--- config.mk ---
export PLATFORM = sky130hd
export DESIGN_NAME = bbss_addr
export DESIGN_NICKNAME = d
export VERILOG_FILES = /design/src/hw/rtl/assert_macros.svh /design/src/hw/rtl/bbss_pkg.sv /design/src/hw/rtl/bbss_addr.sv
export SDC_FILE = /design/constraint.sdc
export NUM_CORES = 1
export LEC_CHECK = 0
export ABC_AREA = 1
export BUFFER_PORTS_ARGS = -buffer_cell sky130_fd_sc_hd__buf_2
export CORE_ASPECT_RATIO = 0.9
export CORE_MARGIN = 2
export CORE_UTILIZATION = 50
export DETAILED_ROUTE_END_ITERATION = 10
export PLACE_DENSITY = 0.8
export REMOVE_ABC_BUFFERS = 1
export SYNTH_ARGS = -nofsm -noshare
export SYNTH_HDL_FRONTEND = slang
export SYNTH_SLANG_ARGS = --single-unit
--- constraint.sdc ---
create_clock -name vclk -period 21.1
set_input_delay 3.165 -clock vclk [all_inputs]
set_output_delay 3.165 -clock vclk [all_outputs]
set_load 0.05 [all_outputs]
--- src/hw/rtl/assert_macros.svh ---
// Assertion macros used by the top-level RTL file.
`ifndef ASSERT_MACROS_SVH
`define ASSERT_MACROS_SVH

// Concurrent check, masked while reset is high.
`define BBSS_ASSERT(label, clk, rst, prop, msg) \
   label: assert property (@(posedge clk) disable iff (rst) prop) else $error(msg);

// Concurrent check that also holds during reset.
`define BBSS_ASSERT_ALWAYS(label, clk, prop, msg) \
   label: assert property (@(posedge clk) prop) else $error(msg);

`endif

--- src/hw/rtl/bbss_pkg.sv ---
// Shared types and constants of the box blur sharpen block.
package bbss_pkg;

   localparam int ROW_W      = 13;
   localparam int MAX_HEIGHT = 4096;

   localparam logic [1:0] CSR_IMAGE_WIDTH  = 2'd0;
   localparam logic [1:0] CSR_IMAGE_HEIGHT = 2'd1;
   localparam logic [1:0] CSR_GAIN_Q8      = 2'd2;

   localparam logic REQ_PIXEL = 1'b0;
   localparam logic REQ_DRAIN = 1'b1;

   typedef enum logic [3:0] {
      ST_IDLE,
      ST_CALC,
      ST_DECIDE,
      ST_SUM,
      ST_SRC,
      ST_DIV1,
      ST_DIV2,
      ST_MUL,
      ST_FIN
   } state_type;

endpackage

--- src/hw/rtl/bbss_addr.sv ---
// Window read address: reflect-101 row/column mirroring and line slot mapping.
module bbss_addr #(
   parameter int MAX_WIDTH = 512,
   parameter int WINDOW    = 11
) (
   input  logic [bbss_pkg::ROW_W-1:0]         out_row,
   input  logic [$clog2(MAX_WIDTH+1)-1:0]     out_col,
   input  logic [$clog2(WINDOW)-1:0]          out_slot,
   input  logic [$clog2(WINDOW)-1:0]          win_r,
   input  logic [$clog2(WINDOW)-1:0]          win_c,
   input  logic                               sel_src,
   input  logic [bbss_pkg::ROW_W-1:0]         h,
   input  logic [$clog2(MAX_WIDTH+1)-1:0]     w,
   output logic [$clog2(WINDOW*MAX_WIDTH)-1:0] addr
);

   localparam int PAD = (WINDOW - 1) / 2;
   localparam int RW  = bbss_pkg::ROW_W;
   localparam int CW  = $clog2(MAX_WIDTH + 1);
   localparam int SW  = $clog2(WINDOW);
   localparam int AW  = $clog2(WINDOW * MAX_WIDTH);
   localparam logic signed [RW+1:0] PAD_R = (RW+2)'(PAD);
   localparam logic signed [CW+1:0] PAD_C = (CW+2)'(PAD);
   localparam logic signed [SW+1:0] WIN_S = (SW+2)'(WINDOW);

   logic signed [RW+1:0] xr, rr, dl;
   logic signed [CW+1:0] xc, cc;
   logic signed [SW+1:0] st;
   logic [SW-1:0]        slot;
   logic [CW-1:0]        col;

   always_comb begin
      // row: mirror about the top and bottom edges
      xr = $signed((RW+2)'(out_row)) + $signed((RW+2)'(win_r)) - PAD_R;
      if (xr < 0) begin
         rr = -xr;
      end else if (xr >= $signed((RW+2)'(h))) begin
         rr = $signed((RW+2)'(h) << 1) - (RW+2)'(2) - xr;
      end else begin
         rr = xr;
      end
      // row offset stays within one window, so one correction maps the slot
      dl = rr - $signed((RW+2)'(out_row));
      st = $signed((SW+2)'(out_slot)) + $signed(dl[SW+1:0]);
      if (st < 0) begin
         st = st + WIN_S;
      end else if (st >= WIN_S) begin
         st = st - WIN_S;
      end
      // column: mirror about the left and right edges
      xc = $signed((CW+2)'(out_col)) + $signed((CW+2)'(win_c)) - PAD_C;
      if (xc < 0) begin
         cc = -xc;
      end else if (xc >= $signed((CW+2)'(w))) begin
         cc = $signed((CW+2)'(w) << 1) - (CW+2)'(2) - xc;
      end else begin
         cc = xc;
      end
      if (sel_src) begin
         slot = out_slot;
         col  = out_col;
      end else begin
         slot = st[SW-1:0];
         col  = cc[CW-1:0];
      end
      addr = AW'(AW'(slot) * AW'(MAX_WIDTH)) + AW'(col);
   end

endmodule

Word-level counts from Yosys, hierarchy flattened. Index checks and enable logic that the tools add are counted.

Logic and storage cells: 29. Bits of input ports: 59. Output and inout port bits: 13. Bits in registers: 0.

Add/subtract/negate cells: 15. $lt $le $gt $ge: 6. Muxes and demuxes: 8.

Operators by type and width (number): $mux 10 (3); $ge 15x14->1 (1); $lt 15x1->1 const B (1); $sub 14x3->15 const B (1); $add 13x4->14 (1); $add 13x10->13 (1); $ge 12x11->1 (1); $lt 12x1->1 const B (1); $mux 4 (3); $mux 6 (2); $sub 11x3->12 const B (1); $sub 6x6->6 (2); $add 10x4->11 (1); $neg 10->10 (1); $sub 10x10->10 (1); $sub 10x2->10 const B (1); $add 5x6->6 (1); $ge 6x5->1 const B (1); $lt 6x1->1 const B (1); $neg 6->6 (1); $sub 6x2->6 const B (1); $add 4x4->4 const B (1); $sub 4x4->4 const B (1).

Longest topological paths before layout. Gate-level depths: netlist (run 1).

Word-level depth: 12. Gate-level depth with buffers: 47. Gate-level depth less buffers: 47.

Worst setup path before layout (run 1). Ideal clock, no wire load.

Kind: input to output. Start: input out_row[1] in the netlist's numbering. End: output addr[11]. Stages: 44. Arrival time: 9.033 ns. Path buffers: 0. Setup slack: 8.902 ns. Data required time: 17.935 ns. Cell sequence: inv_1 > ha_1 > inv_1 > ha_1 > fa_1 > nand3_1 > nand2_2 > a31oi_1 > o21ai_0 > a31oi_1 > xor2_1 > ha_1 > nand2_1 > nor2_1 > and3_1 > o21a_1 > nor3_2 > nand2_4 > (+8 left out) > nand2_1 > nand2_1 > nand2_1 > a21oi_1 > xnor2_1 > inv_1 > nand3_2 > nand2_4 > nand2_1 > nand2_1 > nand3_1 > o21ai_0 > inv_1 > ha_1 > ha_1 > inv_1 > nand2_1 > nand2_1.

Cells in the longest elaborated chain, start to end: 12. Elaborated cells on any way between the ends: 18. Those cells by class: 9 x add/sub; 4 x order compare; 5 x mux.

Ends and longest elaborated chain: from (decl) (line bbss_addr.sv:6) `input logic [bbss_pkg::ROW_W-1:0] out_row,`; $add 13x4->14 (line bbss_addr.sv:34) `xr = $signed((RW+2)'(out_row)) + $signed((RW+2)'(win_r)) - PAD_R;`; $sub 14x3->15 (line bbss_addr.sv:34); $ge 15x14->1 or $sub 6x6->6 (tied branches) (line bbss_addr.sv:37, bbss_addr.sv:38); $mux 6 (line bbss_addr.sv:37) `end else if (xr >= $signed((RW+2)'(h))) begin`; $mux 6 (line bbss_addr.sv:35) `if (xr < 0) begin`; $sub 6x6->6 (*) (line bbss_addr.sv:43) `dl = rr - $signed((RW+2)'(out_row));`; $add 5x6->6 (*) (line bbss_addr.sv:44) `st = $signed((SW+2)'(out_slot)) + $signed(dl[SW+1:0]);`; $ge 6x5->1 or $sub 4x4->4 (tied branches) (line bbss_addr.sv:47, bbss_addr.sv:48); $mux 4 (line bbss_addr.sv:47) `end else if (st >= WIN_S) begin`; $mux 4 (*) (line bbss_addr.sv:45) `if (st < 0) begin`; $mux 4 (*) (line bbss_addr.sv:59) `if (sel_src) begin`; $add 13x10->13 (*) (line bbss_addr.sv:66) `addr = AW'(AW'(slot) * AW'(MAX_WIDTH)) + AW'(col);`; to (decl) (line bbss_addr.sv:14) `output logic [$clog2(WINDOW*MAX_WIDTH)-1:0] addr`.

Mark *: on every way between the ends. The rest lies on a longest branch, timed or not.

Worst setup path in the final report (run 1). Same ends and word-level chain as after synthesis.

==> impl_metrics.yaml, run 1 <==
sta:
  tightestPinTransition_ns: 0.704
  slew_headroom: 0.529
  whs_ns: 6.75
  slew_violations: 0
  finalCritPeriodShare: 0.612
  final-setup-viol-count: 0
  fin_setup_tns_ns: 0
  finalHoldViolCount: 0
  final_critical_path_setup_slack_ns: 8.19
  fin_crit_ns: 12.91
  grt_setup_unrepaired: "false"
  clock.fmax_ghz: 0.0775
detailed_routing:
  vias_per_cell: 5.06
  routedLengthMet1_microns: 4210
  totalWireLength_microns: 8550
  met3WireLength_microns: 330
  drtIter0Drc: 91
  drcViolationCount: 0
  detail_route.wl_per_cell_microns: 11.4
  final_antenna_net_count: 0
  vias_post_dr: 3792
  highest-signal-layer: "met4"
  drt_first_pass_iters: 4
  routed-wl-met2_microns: 4000
finish:
  most_frequent_standard_cell_in_the_layout_excluding_fill_and_tap_cells: "sky130_fd_sc_hd__inv_1"
  finish.net_count: 815
  most-common-layout-cells: "sky130_fd_sc_hd__inv_1 (144), sky130_fd_sc_hd__ha_1 (93), sky130_fd_sc_hd__nand2_1 (88), sky130_fd_sc_hd__buf_2 (72), sky130_fd_sc_hd__nor2_1 (36)"
  antenna-diode-count: 0
  flops_and_latches: 0
  register_area_sq_um: 0
  post-route-cell-area_sq_um: 4240
  finish.cell_count_without_fillers: 749
  clkbuf_count: 0
  post_route_cells_drive_above_1_share: 0.168
  synthToLayoutAreaGrowth_pct: 12.1
  finish.utilization: 0.571
synth:
  syn-instance-count: 585
  synth-compound-area-share: 0.159
  synth.mux.area_fraction: 0
  synth_warnings: 0
  synth-adder-area-share: 0.350
  synth_simple_gate_area_frac: 0.245
  synth-seq-area-share: 0
  synth.cell_area_sq_um: 3780
  post_synth_num_cell_types: 45
  synth_area_in_xor_xnor: 0.0942
  postSynthAreaPerCell_sq_um: 6.47
  synth_top_family_by_area: "adder cells"
flow_run:
  max_cap_viol_count: 0
setup_path:
  critical_path.startpoint_type: "input pin"
  critical_path.endpoint_type: "output pin"
  cp_data_required_time_ns: 17.94
  critical-path-top-cell-by-count: "sky130_fd_sc_hd__nand2_1"
  worstSetupPathType: "in -> out"
  cp.arrival_ns: 9.74
  critical_path_peak_fanout: 6
  critical_path.max_stage_delay_ns: 0.51
  crit_slowest_cell: "sky130_fd_sc_hd__fa_1"
global_route:
  first_global_vias: 3629
  grt_overflow_total: 0
  grt_start_max_net_pins: 23
  number_of_antenna_violations_at_the_first_check_in_global_routing: 0
  global_route_wire_length_before_repair_microns: 15100
  gr-usage-all-layers: 0.214
die:
  die_width_microns: 95.7
  rows: 30
  ios: 72
  die_area_sq_um: 8280
  initial_utilization: 0.509
  die_height_microns: 86.5
  coreArea_sq_um: 7430
pwr:
  vdd_drop_max_uv: 69.2
  power-per-cell-area_nw_per_um2: 99.8
  power.total_mw: 0.423
  p_leak_nw: 2.51
placed_design:
  port_buffers: 72
  placement.setup.worst_slack_ns: 8.26
  dp_hpwl_microns: 7650
  placed_area_sq_um: 4240
  finalWeightedCongestion: 0.870
  placed_cells: 749
clock_tree:
  cts_hold_buffers: 0
  postCtsResizedCells: 0
  cts_post_setup_buffers_inserted: 0
outcome:
  outcome: "finished, final reports clean"
min_path:
  worst_hold_path_type: "in -> out"
## where the power goes
group	total [mW]	leakage, nW	switching (mW)	internal [mW]
clock	0	0	0	0
sequential	0	0	0	0
combinational	0.423	2.51	0.273	0.150
total	0.423	2.51	0.273	0.150
## synthesized netlist by cell type (3+ instances only)
cell                       number  area [sq um]
sky130_fd_sc_hd__xor2_1        21           184
sky130_fd_sc_hd__nand2_2       11          68.8
sky130_fd_sc_hd__nand2_1       88           330
sky130_fd_sc_hd__o21ai_1        4          20.0
sky130_fd_sc_hd__nor2_1        36           135
sky130_fd_sc_hd__a21o_1         4          30.0
sky130_fd_sc_hd__ha_1          93          1160
sky130_fd_sc_hd__xnor2_1       16           140
sky130_fd_sc_hd__o21ai_0       29           145
sky130_fd_sc_hd__nor3_1         3          15.0
sky130_fd_sc_hd__nand4_1        5          31.3
sky130_fd_sc_hd__fa_1           8           160
sky130_fd_sc_hd__nand3_1       29           145
sky130_fd_sc_hd__a21oi_1       34           170
sky130_fd_sc_hd__o21a_1         3          22.5
sky130_fd_sc_hd__nand3_2        4          40.0
sky130_fd_sc_hd__o22ai_1        3          18.8
sky130_fd_sc_hd__o211ai_1       4          30.0
sky130_fd_sc_hd__a21oi_2        4          35.0
sky130_fd_sc_hd__a31oi_1        6          37.5
sky130_fd_sc_hd__nor2_2         4          25.0
sky130_fd_sc_hd__inv_1        144           541
## final cells by class
class	instances	area (sq um)
tap	96	120
inverter	146	551
multi-input combinational	435	3210
fill	743	3190
timing repair buffer	72	360
## routing by layer
layer,GRT usage,up-vias
met2,0.381,77
met4,0.00649,0
li1,-,2025
met5,0,-
met3,0.00783,2
met1,0.304,1688
## cell families (layout without fill, tap and decap cells)
group | after synthesis | count (layout)
AOI/OAI and AO/OA | 101 | 101
and+or+nand+nor | 194 | 194
adders and majority gates | 101 | 101
buffers and inverters | 150 | 218
xor gates and xnor gates | 39 | 39
## worst max-delay path: cells and delay by family
kind | cells | cell delay (ns)
and+or+nand+nor | 18 | 1.58
xor gates and xnor gates | 2 | 0.31
adders and majority gates | 8 | 2.44
AOI/OAI and AO/OA | 9 | 1.49
buffers and inverters | 9 | 0.76
## final timing paths
| check | startpoint | endpoint | slack [ns] | cells past startpoint |
|---|---|---|---|---|
| min | out_col[0] | addr[0] | 6.75 | 4 |
| max | out_row[1] | addr[11] | 8.19 | 46 |
Power figures use the tool's default switching activity.
==> inputs of run 2 (changes only) <==
--- a/config.mk
+++ b/config.mk
@@ -5,7 +5,7 @@
 export SDC_FILE = /design/constraint.sdc
 export NUM_CORES = 1
 export LEC_CHECK = 0
-export ABC_AREA = 1
+export ABC_AREA = 0
 export BUFFER_PORTS_ARGS = -buffer_cell sky130_fd_sc_hd__buf_2
 export CORE_ASPECT_RATIO = 0.9
 export CORE_MARGIN = 2
==> constraint.sdc (replaced) <==
create_clock -name vclk -period 13.1
set_input_delay 1.965 -clock vclk [all_inputs]
set_output_delay 1.965 -clock vclk [all_outputs]
set_load 0.05 [all_outputs]
==> impl_metrics.yaml, run 2 <==
global_route:
  grt_overflow_total: 0
  global_route_wire_length_before_repair_microns: 15900
  met1_usage: 0.319
  use_met2: 0.402
  gr-usage-all-layers: 0.227
  first_global_vias: 3646
  number_of_antenna_violations_at_the_first_check_in_global_routing: 0
  grt_start_max_net_pins: 30
  grt_most_used_layer: "met2"
  met3_use_gr: 0.0105
sta:
  fin_crit_ns: 11.18
  fin_setup_tns_ns: 0
  grt_setup_unrepaired: "false"
  slew_violations: 0
  whs_ns: 4.37
  tightestPinTransition_ns: 0.560
  finalCritPeriodShare: 0.854
  slew_headroom: 0.624
  finalHoldViolCount: 0
  clock.fmax_ghz: 0.0894
  final-setup-viol-count: 0
detailed_routing:
  vias_per_cell: 5.48
  detail_route.wl_per_cell_microns: 13.1
  totalWireLength_microns: 8900
  final_antenna_net_count: 0
  drcViolationCount: 0
  drtIter0Drc: 186
  drt_first_pass_iters: 5
  vias_post_dr: 3708
pwr:
  p_leak_nw: 2.32
  vdd_drop_max_uv: 364
  power.total_mw: 0.685
  power-per-cell-area_nw_per_um2: 165
finish:
  most-common-layout-cells: "sky130_fd_sc_hd__inv_1 (108), sky130_fd_sc_hd__ha_1 (93), sky130_fd_sc_hd__buf_2 (72), sky130_fd_sc_hd__a21oi_1 (39), sky130_fd_sc_hd__nor2_1 (28)"
  finish.cell_count_without_fillers: 677
  register_area_sq_um: 0
  antenna-diode-count: 0
  finish.net_count: 746
  most_frequent_standard_cell_in_the_layout_excluding_fill_and_tap_cells: "sky130_fd_sc_hd__inv_1"
  synthToLayoutAreaGrowth_pct: 12.4
  clkbuf_count: 0
  flops_and_latches: 0
  post_route_cells_drive_above_1_share: 0.139
synth:
  synth.cell_area_sq_um: 3700
  synth_top_cells_by_count: "sky130_fd_sc_hd__inv_1 (108), sky130_fd_sc_hd__ha_1 (93), sky130_fd_sc_hd__a21oi_1 (39), sky130_fd_sc_hd__nor2_1 (28)"
  postSynthAreaPerCell_sq_um: 7.14
  synth_largest_type_area_fraction: 0.315
  synth-seq-area-share: 0
  syn-instance-count: 518
  post_synth_num_cell_types: 62
  synth_area_leaders: "sky130_fd_sc_hd__ha_1 (31%), sky130_fd_sc_hd__inv_1 (11%), sky130_fd_sc_hd__xnor2_1 (6.4%)"
  synth_warnings: 0
  synthMostInstantiatedCell: "sky130_fd_sc_hd__inv_1"
  synth.largest_area_cell: "sky130_fd_sc_hd__ha_1"
setup_path:
  cp.arrival_ns: 9.22
  critical-path-top-cell-by-count: "sky130_fd_sc_hd__ha_1"
  cp_data_required_time_ns: 11.14
  critical_path.startpoint_type: "input pin"
  critical_path.max_stage_delay_ns: 0.60
  critical_path_peak_fanout: 6
  worstSetupPathType: "in -> out"
  critical_path.endpoint_type: "output pin"
  crit_slowest_cell: "sky130_fd_sc_hd__fa_1"
outcome:
  outcome: "finished, final reports clean"
die:
  die_height_microns: 85.6
  coreArea_sq_um: 7110
  rows: 29
  die_area_sq_um: 8100
  initial_utilization: 0.520
  die_width_microns: 94.7
  ios: 72
placed_design:
  finalWeightedCongestion: 0.912
  dp_hpwl_microns: 7690
  placed_cells: 677
  port_buffers: 72
min_path:
  min-delay-start: "out_col[0]"
  hold-path-endpoint: "addr[0]"
  worst_hold_path_type: "in -> out"
  min_delay_path_depth: 4
clock_tree:
  cts_hold_buffers: 0
  cts_post_setup_buffers_inserted: 0
  postCtsResizedCells: 0
flow_run:
  max_cap_viol_count: 0
==> run 2: cell types whose count changed in the layout (fill, tap and decap cells not counted), moves of 5 or more <==
cell                       delta
sky130_fd_sc_hd__nor3_1      +11
sky130_fd_sc_hd__nor2_1       -8
sky130_fd_sc_hd__inv_1       -36
sky130_fd_sc_hd__a211oi_1     +5
sky130_fd_sc_hd__xnor2_1     +11
sky130_fd_sc_hd__nand2_2     -11
sky130_fd_sc_hd__nand2_1     -67
sky130_fd_sc_hd__xor2_1       -5
sky130_fd_sc_hd__a21oi_1      +5
sky130_fd_sc_hd__mux2i_1      +5
sky130_fd_sc_hd__nand2b_1     +7
sky130_fd_sc_hd__a31oi_1      -6
sky130_fd_sc_hd__a21o_1      +15
sky130_fd_sc_hd__nand3_1     -20
==> run 2: worst max-delay path by stage <==
stage                from  endpoint  slack (ns)  depth (start not counted)
6_report       out_row[2]  addr[12]        1.92                         33
5_1_grt        out_row[2]  addr[12]        1.48                         33
4_1_cts        out_row[1]  addr[12]        1.98                         34
3_5_place_dp   out_row[1]  addr[12]        2.02                         34
3_3_place_gp   out_row[1]  addr[12]        2.19                         34
2_1_floorplan  out_row[1]  addr[12]        2.49                         34
==> run 2: layout make-up <==
cell class,count,area [sq um]
Inverter,109,409
Fill cell,680,2960
Tap cell,93,116
Timing Repair Buffer,73,368
Multi-Input combinational cell,402,3260
==> run 2: cell families after synthesis <==
logic type / share of synthesized area
AO/OA/AOI/OAI: 0.245
XOR/XNOR: 0.102
AND/OR/NAND/NOR: 0.160
adder cells (fa/ha/maj): 0.358
buffers and inverters: 0.118
multiplexers: 0.0176
==> run 2: layer usage <==
layer,vias up,wire [microns]
met5,-,0
met4,0,50
met3,4,476
met2,119,4080
met1,1654,4280
li1,1931,-
==> run 2: critical path, delay by kind of cell <==
family / cells / cell delay (ns)
fa+ha+maj: 6 / 2.33
compound gates: 12 / 2.25
simple gates: 8 / 1.66
buf+inv: 4 / 0.59
xor+xnor: 2 / 0.26
mux: 1 / 0.17
==> run 2: metrics by stage <==
stage | cell area, sq um | util | worst slack [ns]
after detailed placement | 4160 | 0.584 | 2.02
after CTS | 4160 | 0.584 | 1.98
after global routing | 4160 | 0.584 | 1.48
after floorplan | 3670 | - | 2.49
final | 4160 | 0.584 | 1.92
after global placement | 4160 | 0.584 | 2.19
==> run 2: report_power, final <==
group	total, mW	switching [mW]	internal [mW]
clock network	0	0	0
logic	0.685	0.422	0.263
registers	0	0	0
total	0.685	0.422	0.263
==> inputs of run 3 (changes only) <==
--- a/config.mk
+++ b/config.mk
@@ -9,9 +9,9 @@
 export BUFFER_PORTS_ARGS = -buffer_cell sky130_fd_sc_hd__buf_2
 export CORE_ASPECT_RATIO = 0.9
 export CORE_MARGIN = 2
-export CORE_UTILIZATION = 50
+export CORE_UTILIZATION = 26
 export DETAILED_ROUTE_END_ITERATION = 10
-export PLACE_DENSITY = 0.8
+export PLACE_DENSITY = 0.51
 export REMOVE_ABC_BUFFERS = 1
 export SYNTH_ARGS = -nofsm -noshare
 export SYNTH_HDL_FRONTEND = slang
==> constraint.sdc (replaced) <==
create_clock -name vclk -period 10.3
set_input_delay 1.545 -clock vclk [all_inputs]
set_output_delay 1.545 -clock vclk [all_outputs]
set_load 0.05 [all_outputs]
==> impl_metrics.yaml, run 3 (synthesis results as in run 2) <==
outcome:
  outcome: "finished, final reports clean"
finish:
  fillerInstances: 1585
  synthToLayoutAreaGrowth_pct: 20.1
  area_of_the_multi_input_gates_sq_um: 3360
  clkbuf_count: 0
  post_route_cells_drive_above_1_share: 0.193
  register_area_sq_um: 0
  most_frequent_standard_cell_in_the_layout_excluding_fill_and_tap_cells: "sky130_fd_sc_hd__inv_1"
  flops_and_latches: 0
  antenna-diode-count: 0
  finish.net_count: 754
  most-common-layout-cells: "sky130_fd_sc_hd__inv_1 (105), sky130_fd_sc_hd__ha_1 (88), sky130_fd_sc_hd__buf_2 (70), sky130_fd_sc_hd__a21oi_1 (36), sky130_fd_sc_hd__xnor2_1 (27)"
detailed_routing:
  vias_post_dr: 3685
  drt_first_pass_iters: 4
  drtIter0Drc: 166
  vias_per_cell: 4.69
  totalWireLength_microns: 9530
  final_antenna_net_count: 0
  detail_route.wl_per_cell_microns: 12.1
  drcViolationCount: 0
placed_design:
  port_buffers: 72
  finalWeightedCongestion: 0.863
  dp_hpwl_microns: 8180
global_route:
  gr-usage-all-layers: 0.119
  use_met2: 0.205
  grt_most_used_layer: "met2"
  grt_start_max_net_pins: 30
  met1_usage: 0.175
  global_route_wire_length_before_repair_microns: 15300
  grt_overflow_total: 0
  first_global_vias: 3357
  met3_use_gr: 0.00545
  number_of_antenna_violations_at_the_first_check_in_global_routing: 0
pwr:
  power.total_mw: 0.949
  vdd_drop_max_uv: 199
  p_leak_nw: 2.36
  power-per-cell-area_nw_per_um2: 214
setup_path:
  worstSetupPathType: "in -> out"
  cp.arrival_ns: 8.35
  critical_path.max_stage_delay_ns: 0.58
  cp_data_required_time_ns: 8.76
  critical_path_peak_fanout: 5
  critical-path-top-cell-by-count: "sky130_fd_sc_hd__inv_1"
  critical_path.startpoint_type: "input pin"
  critical_path.endpoint_type: "output pin"
  crit_slowest_cell: "sky130_fd_sc_hd__fa_2"
flow_run:
  max_cap_viol_count: 0
sta:
  fin_crit_ns: 9.89
  slew_headroom: 0.137
  finalHoldViolCount: 0
  tightestPinTransition_ns: 1.28
  fin_setup_tns_ns: 0
  finalCritPeriodShare: 0.961
  slew_violations: 0
  clock.fmax_ghz: 0.101
  final-setup-viol-count: 0
die:
  die_area_sq_um: 15200
  die_height_microns: 117
  rows: 41
  initial_utilization: 0.265
  ios: 72
  coreArea_sq_um: 14000
  die_width_microns: 130
min_path:
  worst_hold_path_type: "in -> out"
clock_tree:
  cts_hold_buffers: 0
## run 3: cell count changes in the layout (fill, tap and decap cells not counted), moves of 3 or more
cell / delta
sky130_fd_sc_hd__o21ai_0: -4
sky130_fd_sc_hd__nor2_2: +3
sky130_fd_sc_hd__buf_4: +10
sky130_fd_sc_hd__a21oi_2: +3
sky130_fd_sc_hd__inv_1: -3
sky130_fd_sc_hd__ha_2: +3
sky130_fd_sc_hd__ha_1: -5
sky130_fd_sc_hd__inv_2: +3
sky130_fd_sc_hd__a21oi_1: -3
sky130_fd_sc_hd__o21ai_1: +3
sky130_fd_sc_hd__nor2_1: -3
## run 3: cell type report
type / count / share of cell area
multi-input cells: 402 / 0.756
well taps: 193 / 0.0544
repair buffers: 81 / 0.0974
inverters: 109 / 0.0921
## run 3: metrics by stage
stage | setup WS, ns | cell area, sq um | cells | hold slack (ns) | utilization
6_report | 0.406 | 4440 | 785 | 3.52 | 0.318
5_1_grt | -0.0229 | 4440 | 785 | 3.54 | 0.318
4_1_cts | 0.0117 | 4310 | 781 | 3.52 | 0.309
3_5_place_dp | 0.0160 | 4310 | 781 | 3.52 | 0.309
3_3_place_gp | 0.0808 | 4310 | 781 | 3.51 | 0.309
2_1_floorplan | 0.527 | 3670 | 511 | 3.36 | -
## run 3: timing repair
item	in CTS	in global routing
resized for setup	1	32
endpoints found under the setup margin	1	4
buffers inserted	0	4
pin swaps	0	16
endpoints found under the hold margin	0	0
## run 3: layer usage
layer  vias up  share of wire
met5         -              0
met4         0              0
met3         0          0.032
met2        51           0.46
met1      1680           0.51
li1       1954              -
## run 3: where the power goes
part           internal, mW  switching, mW  leakage, nW
combinational         0.387          0.563         2.36
sequential                0              0            0
clock                     0              0            0
total                 0.387          0.563         2.36
## run 3: path summary, 6_finish.rpt
| check | cells after the start | to | start |
|---|---|---|---|
| hold / removal | 4 | addr[0] | out_col[0] |
| setup / recovery | 34 | addr[12] | out_row[1] |
## run 3: worst max-delay path, delay by kind of cell
family	cells	cell delay (ns)
buffers and inverters	6	0.55
adder cells (fa/ha/maj)	7	2.46
XOR/XNOR	2	0.32
multiplexers	1	0.25
AND/OR/NAND/NOR	6	1.03
AO/OA/AOI/OAI	12	2.17
